<file path="src/sv/scc_pkg.sv">
// scc_pkg: types, constants and calendar helpers for seconds_count_calendar.
// Used by the split pipeline, the calendar stage and the top level.
`timescale 1ns / 1ps

package scc_pkg;

  typedef enum logic {
    OP_SET  = 1'b0,
    OP_READ = 1'b1
  } scc_op_t;

  localparam logic [31:0] ALL_ONES   = 32'hffff_ffff;
  localparam logic [16:0] DAY_SECS   = 17'd86400;
  localparam logic [16:0] HOUR_SECS  = 17'd3600;
  localparam logic [16:0] MIN_SECS   = 17'd60;
  localparam logic [6:0]  YR_CENT    = 7'd100;

  // floor(x / 675) for x < 2^25: (x * DAY_RECIP) >> DAY_SHIFT
  localparam logic [25:0] DAY_RECIP  = 26'd50903317;
  localparam int          DAY_SHIFT  = 35;
  // floor(x / 15) for x < 2^16
  localparam logic [15:0] MIN_RECIP  = 16'd34953;
  localparam int          MIN_SHIFT  = 19;
  // floor(x / 15) for x < 512
  localparam logic [9:0]  HOUR_RECIP = 10'd547;
  localparam int          HOUR_SHIFT = 13;
  // floor(x / 25) for x < 4096
  localparam logic [11:0] CENT_RECIP = 12'd2622;
  localparam int          CENT_SHIFT = 16;

  localparam logic [3:0]  MONTH_DEC  = 4'd12;
  localparam logic [6:0]  Y100_LAST  = 7'd99;
  localparam logic [13:0] YEAR_LAST  = 14'h3fff;

  typedef struct packed {
    scc_op_t     op;
    logic [4:0]  day;
    logic [3:0]  month;
    logic [13:0] year;
    logic [16:0] set_rv;
  } scc_side_t;

  typedef struct packed {
    scc_side_t   side;
    logic [16:0] cnt_lo;
    logic [15:0] quo;
    logic [7:0]  yq;
  } scc_s1_t;

  typedef struct packed {
    scc_side_t   side;
    logic [16:0] rem;
    logic        roll;
    logic [6:0]  y100;
    logic [1:0]  c4;
  } scc_s2_t;

  typedef struct packed {
    scc_side_t   side;
    logic [16:0] rem;
    logic        roll;
    logic [6:0]  y100;
    logic [1:0]  c4;
    logic [10:0] tmin;
  } scc_s3_t;

  typedef struct packed {
    scc_side_t   side;
    logic [16:0] rem;
    logic        roll;
    logic [6:0]  y100;
    logic [1:0]  c4;
    logic [10:0] tmin;
    logic [4:0]  hour;
    logic [5:0]  second;
  } scc_split_t;

  // Gregorian leap test from year bits, year mod 100 and (year / 100) mod 4.
  function automatic logic is_leap(input logic [1:0] ylo, input logic [6:0] y100,
                                   input logic [1:0] c4);
    return ((ylo == 2'd0) && (y100 != 7'd0)) || ((y100 == 7'd0) && (c4 == 2'd0));
  endfunction

  // Last day of a month; zero for a month code outside 1..12.
  function automatic logic [4:0] month_last(input logic [3:0] m, input logic leap);
    logic [4:0] last;
    case (m)
      4'd1, 4'd3, 4'd5, 4'd7, 4'd8, 4'd10, 4'd12: last = 5'd31;
      4'd4, 4'd6, 4'd9, 4'd11:                   last = 5'd30;
      4'd2:                                      last = leap ? 5'd29 : 5'd28;
      default:                                   last = 5'd0;
    endcase
    return last;
  endfunction

endpackage

</file>
<file path="src/sv/scc_split.sv">
// scc_split: four-stage pipeline that splits the seconds count into
// day remainder, hour, minute count and second. Depends on scc_pkg.
`timescale 1ns / 1ps

module scc_split (
  input  logic                  clk,
  input  logic                  rst,
  input  logic                  in_valid,
  output logic                  in_ready,
  input  logic                  op,
  input  logic [31:0]           count,
  input  logic [4:0]            set_day,
  input  logic [3:0]            set_month,
  input  logic [13:0]           set_year,
  input  logic [4:0]            set_hour,
  input  logic [5:0]            set_minute,
  input  logic [5:0]            set_second,
  output logic                  s_valid,
  input  logic                  s_ready,
  output scc_pkg::scc_split_t   s
);

  logic v1, v2, v3, v4;
  logic en1, en2, en3, en4;
  scc_pkg::scc_s1_t    s1, s1_next;
  scc_pkg::scc_s2_t    s2, s2_next;
  scc_pkg::scc_s3_t    s3, s3_next;
  scc_pkg::scc_split_t s4, s4_next;

  logic [31:0] c_eff;
  logic [50:0] day_prod;
  logic [23:0] cent_prod;
  logic [32:0] day_back;
  logic [13:0] cent_back;
  logic [30:0] min_prod;
  logic [16:0] sec_back;
  logic [18:0] hour_prod;

  assign en4 = !v4 || s_ready;
  assign en3 = !v3 || en4;
  assign en2 = !v2 || en3;
  assign en1 = !v1 || en2;
  assign in_ready = en1;
  assign s_valid  = v4;
  assign s        = s4;

  // stage 1: day quotient, set reload sum, century quotient
  always_comb begin
    c_eff     = (count == scc_pkg::ALL_ONES) ? 32'd0 : count;
    day_prod  = 51'(c_eff[31:7]) * 51'(scc_pkg::DAY_RECIP);
    cent_prod = 24'(set_year[13:2]) * 24'(scc_pkg::CENT_RECIP);
    s1_next.side.op     = scc_pkg::scc_op_t'(op);
    s1_next.side.day    = set_day;
    s1_next.side.month  = set_month;
    s1_next.side.year   = set_year;
    s1_next.side.set_rv = 17'(set_hour) * scc_pkg::HOUR_SECS
                        + 17'(set_minute) * scc_pkg::MIN_SECS + 17'(set_second);
    s1_next.cnt_lo = c_eff[16:0];
    s1_next.quo    = day_prod[scc_pkg::DAY_SHIFT +: 16];
    s1_next.yq     = cent_prod[scc_pkg::CENT_SHIFT +: 8];
  end

  // stage 2: remainder of the day, year mod 100
  always_comb begin
    day_back  = 33'(s1.quo) * 33'(scc_pkg::DAY_SECS);
    cent_back = 14'(s1.yq) * 14'(scc_pkg::YR_CENT);
    s2_next.side = s1.side;
    s2_next.rem  = s1.cnt_lo - day_back[16:0];
    s2_next.roll = (s1.quo != 16'd0);
    s2_next.y100 = 7'(s1.side.year - cent_back);
    s2_next.c4   = s1.yq[1:0];
  end

  // stage 3: total minutes of the day
  always_comb begin
    min_prod = 31'(s2.rem[16:2]) * 31'(scc_pkg::MIN_RECIP);
    s3_next.side = s2.side;
    s3_next.rem  = s2.rem;
    s3_next.roll = s2.roll;
    s3_next.y100 = s2.y100;
    s3_next.c4   = s2.c4;
    s3_next.tmin = min_prod[scc_pkg::MIN_SHIFT +: 11];
  end

  // stage 4: hour and second
  always_comb begin
    sec_back  = 17'(s3.tmin) * scc_pkg::MIN_SECS;
    hour_prod = 19'(s3.tmin[10:2]) * 19'(scc_pkg::HOUR_RECIP);
    s4_next.side   = s3.side;
    s4_next.rem    = s3.rem;
    s4_next.roll   = s3.roll;
    s4_next.y100   = s3.y100;
    s4_next.c4     = s3.c4;
    s4_next.tmin   = s3.tmin;
    s4_next.hour   = hour_prod[scc_pkg::HOUR_SHIFT +: 5];
    s4_next.second = 6'(s3.rem - sec_back);
  end

  always_ff @(posedge clk) begin
    if (rst) begin
      v1 <= 1'b0;
      v2 <= 1'b0;
      v3 <= 1'b0;
      v4 <= 1'b0;
    end else begin
      if (en1) v1 <= in_valid;
      if (en2) v2 <= v1;
      if (en3) v3 <= v2;
      if (en4) v4 <= v3;
    end
  end

  always_ff @(posedge clk) begin
    if (en1) s1 <= s1_next;
    if (en2) s2 <= s2_next;
    if (en3) s3 <= s3_next;
    if (en4) s4 <= s4_next;
  end

endmodule

</file>
<file path="src/sv/scc_date.sv">
// scc_date: calendar state and result register; sets or advances the date
// and forms the result word. Depends on scc_pkg.
`timescale 1ns / 1ps

module scc_date (
  input  logic                clk,
  input  logic                rst,
  input  logic                s_valid,
  output logic                s_ready,
  input  scc_pkg::scc_split_t s,
  output logic                out_valid,
  input  logic                out_ready,
  output logic [4:0]          day,
  output logic [3:0]          month,
  output logic [13:0]         year,
  output logic [4:0]          hour,
  output logic [5:0]          minute,
  output logic [5:0]          second,
  output logic                reload,
  output logic [16:0]         reload_value
);

  logic [4:0]  cur_day,   cur_day_next;
  logic [3:0]  cur_month, cur_month_next;
  logic [13:0] cur_year,  cur_year_next;
  logic [6:0]  cur_y100,  cur_y100_next;
  logic [1:0]  cur_c4,    cur_c4_next;
  logic        take;
  logic        is_read;
  logic [4:0]  last;
  logic [10:0] hour_min;
  logic [5:0]  min_val;

  assign s_ready = !out_valid || out_ready;
  assign take    = s_valid && s_ready;
  assign is_read = (s.side.op == scc_pkg::OP_READ);

  always_comb begin
    last = scc_pkg::month_last(cur_month,
                               scc_pkg::is_leap(cur_year[1:0], cur_y100, cur_c4));
    cur_day_next   = cur_day;
    cur_month_next = cur_month;
    cur_year_next  = cur_year;
    cur_y100_next  = cur_y100;
    cur_c4_next    = cur_c4;
    if (!is_read) begin
      cur_day_next   = s.side.day;
      cur_month_next = s.side.month;
      cur_year_next  = s.side.year;
      cur_y100_next  = s.y100;
      cur_c4_next    = s.c4;
    end else if (s.roll && (last != 5'd0)) begin
      if (cur_day < last) begin
        cur_day_next = cur_day + 5'd1;
      end else if (cur_month == scc_pkg::MONTH_DEC) begin
        cur_day_next   = 5'd1;
        cur_month_next = 4'd1;
        cur_year_next  = cur_year + 14'd1;
        if (cur_year == scc_pkg::YEAR_LAST) begin
          cur_y100_next = 7'd0;
          cur_c4_next   = 2'd0;
        end else if (cur_y100 == scc_pkg::Y100_LAST) begin
          cur_y100_next = 7'd0;
          cur_c4_next   = cur_c4 + 2'd1;
        end else begin
          cur_y100_next = cur_y100 + 7'd1;
        end
      end else begin
        cur_day_next   = 5'd1;
        cur_month_next = cur_month + 4'd1;
      end
    end
  end

  always_comb begin
    hour_min = 11'(s.hour) * 11'(scc_pkg::MIN_SECS);
    min_val  = 6'(s.tmin - hour_min);
  end

  always_ff @(posedge clk) begin
    if (rst) begin
      out_valid <= 1'b0;
      cur_day   <= 5'd0;
      cur_month <= 4'd0;
      cur_year  <= 14'd0;
      cur_y100  <= 7'd0;
      cur_c4    <= 2'd0;
    end else begin
      if (s_ready) out_valid <= s_valid;
      if (take) begin
        cur_day   <= cur_day_next;
        cur_month <= cur_month_next;
        cur_year  <= cur_year_next;
        cur_y100  <= cur_y100_next;
        cur_c4    <= cur_c4_next;
      end
    end
  end

  always_ff @(posedge clk) begin
    if (take) begin
      day          <= cur_day_next;
      month        <= cur_month_next;
      year         <= cur_year_next;
      hour         <= is_read ? s.hour : 5'd0;
      minute       <= is_read ? min_val : 6'd0;
      second       <= is_read ? s.second : 6'd0;
      reload       <= !is_read || s.roll;
      reload_value <= !is_read ? s.side.set_rv : (s.roll ? s.rem : 17'd0);
    end
  end

endmodule

</file>
<file path="src/sv/seconds_count_calendar.sv">
// seconds_count_calendar: calendar date kept beside a seconds counter.
// Top level; instantiates scc_split and scc_date, uses scc_pkg.
//
// Input channel (in_valid/in_ready): one word per request. op selects a set
// (store set_day/set_month/set_year, reload counter with the set time) or a
// read (split count into hour/minute/second; a count of one day or more
// advances the date by one day and asks for a reload of count mod 86400).
// Output channel (out_valid/out_ready): one result word per request, in order.
// A result passes the four split stages and then the result register.
// Throughput: one word per cycle while the receiver keeps out_ready high.
// Each stage holds its word while the next one is full; a stalled receiver
// fills the pipeline (up to five words) before in_ready drops.
// Reset clears all stage valid bits and the stored date to zero.
`timescale 1ns / 1ps

module seconds_count_calendar (
  input  logic        clk,
  input  logic        rst,
  input  logic        in_valid,
  output logic        in_ready,
  input  logic        op,
  input  logic [31:0] count,
  input  logic [4:0]  set_day,
  input  logic [3:0]  set_month,
  input  logic [13:0] set_year,
  input  logic [4:0]  set_hour,
  input  logic [5:0]  set_minute,
  input  logic [5:0]  set_second,
  output logic        out_valid,
  input  logic        out_ready,
  output logic [4:0]  day,
  output logic [3:0]  month,
  output logic [13:0] year,
  output logic [4:0]  hour,
  output logic [5:0]  minute,
  output logic [5:0]  second,
  output logic        reload,
  output logic [16:0] reload_value
);

  logic                s_valid;
  logic                s_ready;
  scc_pkg::scc_split_t s;

  scc_split u_split (
    .clk        (clk),
    .rst        (rst),
    .in_valid   (in_valid),
    .in_ready   (in_ready),
    .op         (op),
    .count      (count),
    .set_day    (set_day),
    .set_month  (set_month),
    .set_year   (set_year),
    .set_hour   (set_hour),
    .set_minute (set_minute),
    .set_second (set_second),
    .s_valid    (s_valid),
    .s_ready    (s_ready),
    .s          (s)
  );

  scc_date u_date (
    .clk          (clk),
    .rst          (rst),
    .s_valid      (s_valid),
    .s_ready      (s_ready),
    .s            (s),
    .out_valid    (out_valid),
    .out_ready    (out_ready),
    .day          (day),
    .month        (month),
    .year         (year),
    .hour         (hour),
    .minute       (minute),
    .second       (second),
    .reload       (reload),
    .reload_value (reload_value)
  );

endmodule

</file>
<file path="config.mk">
export PLATFORM = sky130hd
export DESIGN_NAME = seconds_count_calendar
export DESIGN_NICKNAME = d
export VERILOG_FILES = /design/src/sv/scc_pkg.sv /design/src/sv/scc_split.sv /design/src/sv/scc_date.sv /design/src/sv/seconds_count_calendar.sv
export SDC_FILE = /design/constraint.sdc
export NUM_CORES = 1
export LEC_CHECK = 0
export ABC_AREA = 1
export BUFFER_PORTS_ARGS = -buffer_cell sky130_fd_sc_hd__buf_2
export CAP_MARGIN = 5
export CORE_MARGIN = 2
export CORE_UTILIZATION = 45
export DETAILED_ROUTE_END_ITERATION = 12
export PLACE_DENSITY = 0.6
export SYNTH_ARGS = -nofsm -noshare
export SYNTH_HDL_FRONTEND = slang
export SYNTH_SLANG_ARGS = --single-unit
</file>
<file path="constraint.sdc">
create_clock -name clk -period 8.5 [get_ports clk]
set_input_delay 0.425 -clock clk [delete_from_list [all_inputs] [get_ports clk]]
set_output_delay 0.425 -clock clk [all_outputs]
set_load 0.05 [all_outputs]
</file>
* Word-level counts from Yosys, hierarchy flattened
Cells that the tools add are included.
** Word-level totals
- Logic and storage cells :: 154
- Input bits :: 77
- Memories kept :: 0
- Memory bits (read-only) :: 0
- Register bits after elaboration :: 409
- Memory bits (writable) :: 0
- Output and inout bits :: 60
- Latch bits :: 0
** Operators by class
- Bitwise logic cells :: 0
- Div/mod/pow operators :: 0
- Multiply operators :: 10
- Add/sub/neg operators :: 11
- $lt $le $gt $ge :: 1
- Reduce and logical (&&, ||, !) cells :: 27
- Equality and inequality tests :: 19
- Mux-type cells :: 28
- Shift operators :: 0
** Operator list (number)
- 2-to-1 mux 14 bit :: 4
- multiplier 25 x 26 -> 51 bit, second input constant :: 1
- 2-to-1 mux 7 bit :: 6
- 2-to-1 mux 17 bit :: 2
- equality test 32 bit, second input constant :: 1
- 2-to-1 mux 32 bit :: 1
- multiplier 15 x 16 -> 30 bit, second input constant :: 1
- multiplier 12 x 11 -> 23 bit, second input constant :: 1
- equality test 4 bit, second input constant :: 5
- multiplier 9 x 10 -> 18 bit, second input constant :: 1
- adder 17 x 12 -> 17 bit :: 1
- adder 17 x 6 -> 17 bit :: 1
- subtractor 17 bit :: 1
- equality test 4 x 3 -> 1 bit, second input constant :: 4
- multiplier 16 x 10 -> 10 bit, second input constant :: 1
- 2-to-1 mux 4 bit :: 4
- nonzero test 16 bit :: 1
- 2-to-1 mux 5 bit :: 3
- case mux 5 bit (3 select lines) :: 1
- adder 14 x 1 -> 14 bit, second input constant :: 1
- equality test 14 bit, second input constant :: 1
- multiplier 5 x 8 -> 13 bit, second input constant :: 1
- 2-to-1 mux 2 bit :: 6
- subtractor 6 bit :: 2
- other kinds (28) :: 45

* Depth between registers and ports, before layout
- Depth after elaboration :: 9
- Mapped depth :: 35
- Mapped depth without buffers :: 34

* Cells and area by module
Synthesis repeated with hierarchy kept, for this count alone.
** Second synthesis, totals
- Cell total of the unflattened synthesis :: 3396
- Area, all modules :: 34297.9 um2
** Modules (own cells, without submodules)
- scc_split :: seq. area each 9328.9 um2, area an instance 29080.4 um2, cells each 2750, times used 1
- scc_date :: seq. area each 2402.3 um2, area an instance 5217.5 um2, cells each 646, times used 1

* Least setup slack after synthesis
OpenSTA, ideal clock, no wires.
- Path kind :: register to register
- Start point :: register u_date.out_valid
- End point :: register u_split.s1[0] (netlist bit), enable pin
- Path buffers :: 0
- Required time :: 8.043 ns
- Library setup time :: 0.457 ns
- Period minus slack after synthesis :: 6.723 ns
- Cell stages (with the launch flop) :: 10
- Path slack :: 1.777 ns
- Data arrival time :: 6.266 ns
- Path through :: dfxtp_1 -> inv_1 -> nor2_1 -> inv_1 -> nor2_1 -> inv_1 -> nor2_1 -> inv_1 -> nor2_1 -> nand2_1
** Between the ends
- Word-level cells in the longest chain between the ends :: 6
** Ends and longest elaborated chain
- start: declaration :: RTL line scc_date.sv:11 : output logic out_valid,
- start signal: assignment :: RTL line scc_date.sv:89 : if (s_ready) out_valid <= s_valid;
- zero test 1 bit :: RTL line scc_date.sv:34 : assign s_ready = !out_valid || out_ready;
- logical OR 1 bit :: RTL line scc_date.sv:34
- logical OR 1 bit :: RTL line scc_split.sv:39 : assign en4 = !v4 || s_ready;
- named net u_split.en4 :: RTL line scc_split.sv:24 : logic en1, en2, en3, en4;
- logical OR 1 bit :: RTL line scc_split.sv:40 : assign en3 = !v3 || en4;
- named net u_split.en3 :: RTL line scc_split.sv:24
- logical OR 1 bit :: RTL line scc_split.sv:41 : assign en2 = !v2 || en3;
- logical OR 1 bit :: RTL line scc_split.sv:42 : assign en1 = !v1 || en2;
- named net in_ready :: RTL line seconds_count_calendar.sv:20 : output logic in_ready,
- end signal: assignment :: RTL line scc_split.sv:114 : if (en1) s1 <= s1_next;
- end: declaration :: RTL line scc_split.sv:25 : scc_pkg::scc_s1_t s1, s1_next;
The timed path passes the listed nets, and every way through them passes these cells.
A chain may end at the register's enable or synchronous reset.

* Final worst setup path
- Start point :: input count[8]
- End point :: register u_split.s1[20] (netlist bit) (data pin)
** Between the ends
- Word-level cells in the longest chain between the ends :: 3
** Ends and longest elaborated chain
- start: declaration :: RTL line seconds_count_calendar.sv:22 : input logic [31:0] count,
- equality test 32 bit :: RTL line scc_split.sv:49 : c_eff = (count == scc_pkg::ALL_ONES) ? 32'd0 : count;
- 2-to-1 mux 32 bit :: RTL line scc_split.sv:49
- named net u_split.c_eff[12] :: RTL line scc_split.sv:30 : logic [31:0] c_eff;
- multiplier 25 x 26 -> 51 bit :: RTL line scc_split.sv:50 : day_prod = 51'(c_eff[31:7]) * 51'(scc_pkg::DAY_RECIP);
- named net u_split.day_prod[47] :: RTL line scc_split.sv:31 : logic [50:0] day_prod;
The timed path passes the listed nets, and every way through them passes these cells.

==> results.yml <==
global_routing:
  overflow: 0
  antenna_found_initial: 8
  grt_util_all_layers_pct: 19.7
  grt_pass1_wl_um: 121000
  grt_max_degree: 62
  grt_pass1_vias: 23100
critical_path:
  slowest_stage: "fa_1"
  critPathLaunchType: "input port"
  cp-end-kind: "flop"
  worstPathRequired_ns: 8.77
  cp_common_cell: "nand2_1"
  max_stage_delay_ns: 0.51
  path_max_fanout: 24
  critPathKind: "input port to flop"
  crit_arrival_ns: 7.11
place:
  numPortBuffers: 136
  dp_hpwl_um: 61500
  dp.cells: 4470
  gp_congestion: 0.941
worst_hold_path:
  hold_path_class: "input port to flop"
yosys:
  synth_edf_count: 361
  synthCells: 3384
  synthDistinctLibCells: 56
  synthFlopType: "edfxtp_1"
  synth.avg_cell_area_um2: 10.1
  netlist_area_um2: 34000
  synth_warnings: 0
  syn-num-nets: 4322
  ys_seq_area_share_pct: 34.1
  synthTopCellsByArea: "edfxtp_1 (32%), ha_1 (22%), fa_1 (16%), inv_1 (8.7%), nand2_1 (5.1%)"
  yosysMostFrequentCell: "inv_1"
  synthArstFlopShare_pct: 0
  synth_largest_area_cell: "edfxtp_1"
  synth.top_cell.area_share_pct: 31.9
  synthTopCellsByCount: "inv_1 (784), ha_1 (587), nand2_1 (463), edfxtp_1 (361), fa_1 (274)"
  ys_ff_latch: 398
timing:
  final_max_slew_viol_count: 0
  relSlewSlack_pct: 45.0
  fin_tns_setup_ns: 0
  setup_viol: 0
  rsz0062_at_grt: "no"
  hold_slack_ns: 0.0427
  fmax_mhz: 146
  tightest_slew_ns: 0.824
  period_share_pct: 80.4
  timing_hold_violations_final: 0
  fin_worst_skew_ns: 0.0245
  fin_crit_ns: 6.84
final_layout:
  area_growth_pct: 9.26
  fin_nets: 4482
  finalNonFillerCells: 4546
  drive_gt1_share_pct: 6.82
  fillers: 7006
status:
  status: "finished clean"
route:
  drt_iter0_drc: 1083
  drc: 0
  vias: 22400
  wire_per_inst_um: 16.5
  wl_um: 75000
  ant_nets: 0
  first_pass_iters: 7
  viasPerCell: 4.92
clock_network:
  clock_path_buffers: 3
  cts_resized: 0
  ctsHoldBuffers: 0
  cts_setup_buffers: 0
  root_buffer: "clkbuf_16"
  cts_sinks: 398
  numCtsBuffers: 41
  path_clk_slew_ns: 0.06
  htreeDepth: 2
  cts_tree: "done"
  insertion_delay_ns: 0.55
floorplan:
  die_w_um: 279
  row_count: 100
  die-area_um2: 77800
  core_um2: 74600
  initial_core_util_pct: 45.6
  dieHeight_um: 279
  io_pins: 137
flow_run:
  drv_cap: 0
## worst paths after layout
path,startpoint,end,slack (ns),depth (start not counted)
max,count[8],u_split.s1[20],1.66,31
min,set_day[1],u_split.s1[77],0.04,1
max reg2reg,u_split.s2[22],u_split.s3[10],3.92,18
min reg2reg,u_split.s1[52],u_split.s2[38],0.41,0
## metal layers
| metal | GRT usage, % | vias up | part of all wire [%] |
|---|---|---|---|
| li1 | - | 11300 | - |
| met1 | 26.5 | 10600 | 46 |
| met2 | 33.7 | 417 | 47 |
| met3 | 2.69 | 117 | 4.1 |
| met4 | 4.95 | 14 | 2.4 |
| met5 | 0 | - | 0.099 |
## placed cells by master (no fill, tap or decap), drive strengths merged, types with 14 or more instances in the layout
cell type    n
inv        787
ha         587
nand2      469
edfxtp     361
fa         274
nor2       171
a21oi      164
buf        150
nand3      116
o21ai      116
xor2        75
clkbuf      56
nor3        38
xnor2       38
dfxtp       37
nand4       30
clkinv      14
## worst max-delay path: cells and delay by family
family                   cells  cell delay [ns]
AO/OA/AOI/OAI                3             0.41
adder cells (fa/ha/maj)      8             3.66
buffers and inverters        7             0.94
AND/OR/NAND/NOR             13             1.66
## registers in the layout (all words and copies together), names as in the netlist, 2 cells and up
| signal | cells |
|---|---|
| u_split.s3 | 77 |
| u_date.reload_value | 17 |
| u_split.s1 | 79 |
| u_date.cur_c4 | 2 |
| u_date.cur_y100 | 7 |
| u_date.day | 5 |
| u_date.second | 6 |
| u_date.month | 4 |
| u_split.s | 81 |
| u_date.cur_year | 14 |
| u_date.year | 14 |
| u_date.cur_month | 4 |
| u_date.hour | 5 |
| u_date.minute | 6 |
| u_date.cur_day | 5 |
| u_split.s2 | 66 |
## layout make-up
cell class | instances | area (um^2) | area share (%)
antenna | 1 | 2.50 | 0.00673
inverter | 788 | 2960 | 7.97
multi-input combinational | 2165 | 19300 | 52.0
sequential | 398 | 11600 | 31.2
tap | 969 | 1210 | 3.26
timing repair buffer | 150 | 786 | 2.11
clock inverter | 19 | 178 | 0.478
clock buffer | 56 | 1120 | 3.02
## cell families after synthesis
| logic type | after synthesis | share of synthesized area (%) |
|---|---|---|
| adder cells (fa/ha/maj) | 861 | 37.7 |
| AO/OA/AOI/OAI | 340 | 5.52 |
| AND/OR/NAND/NOR | 851 | 10.6 |
| flip-flops | 398 | 34.1 |
| buffers and inverters | 821 | 9.20 |
| XOR/XNOR | 113 | 2.91 |
## metrics by stage
step | area [um^2] | util [%] | setup slack [ns]
global placement | 35900 | 48.1 | 1.19
floorplan | 34000 | - | 1.78
global route | 37200 | 49.8 | 1.17
CTS | 37200 | 49.8 | 1.73
finish | 37200 | 49.8 | 1.66
detailed placement | 35900 | 48.1 | 1.17
Power is left out: the tool's default activity adds up to more than one toggle a clock period on the data nets, which glitch-free logic cannot reach.
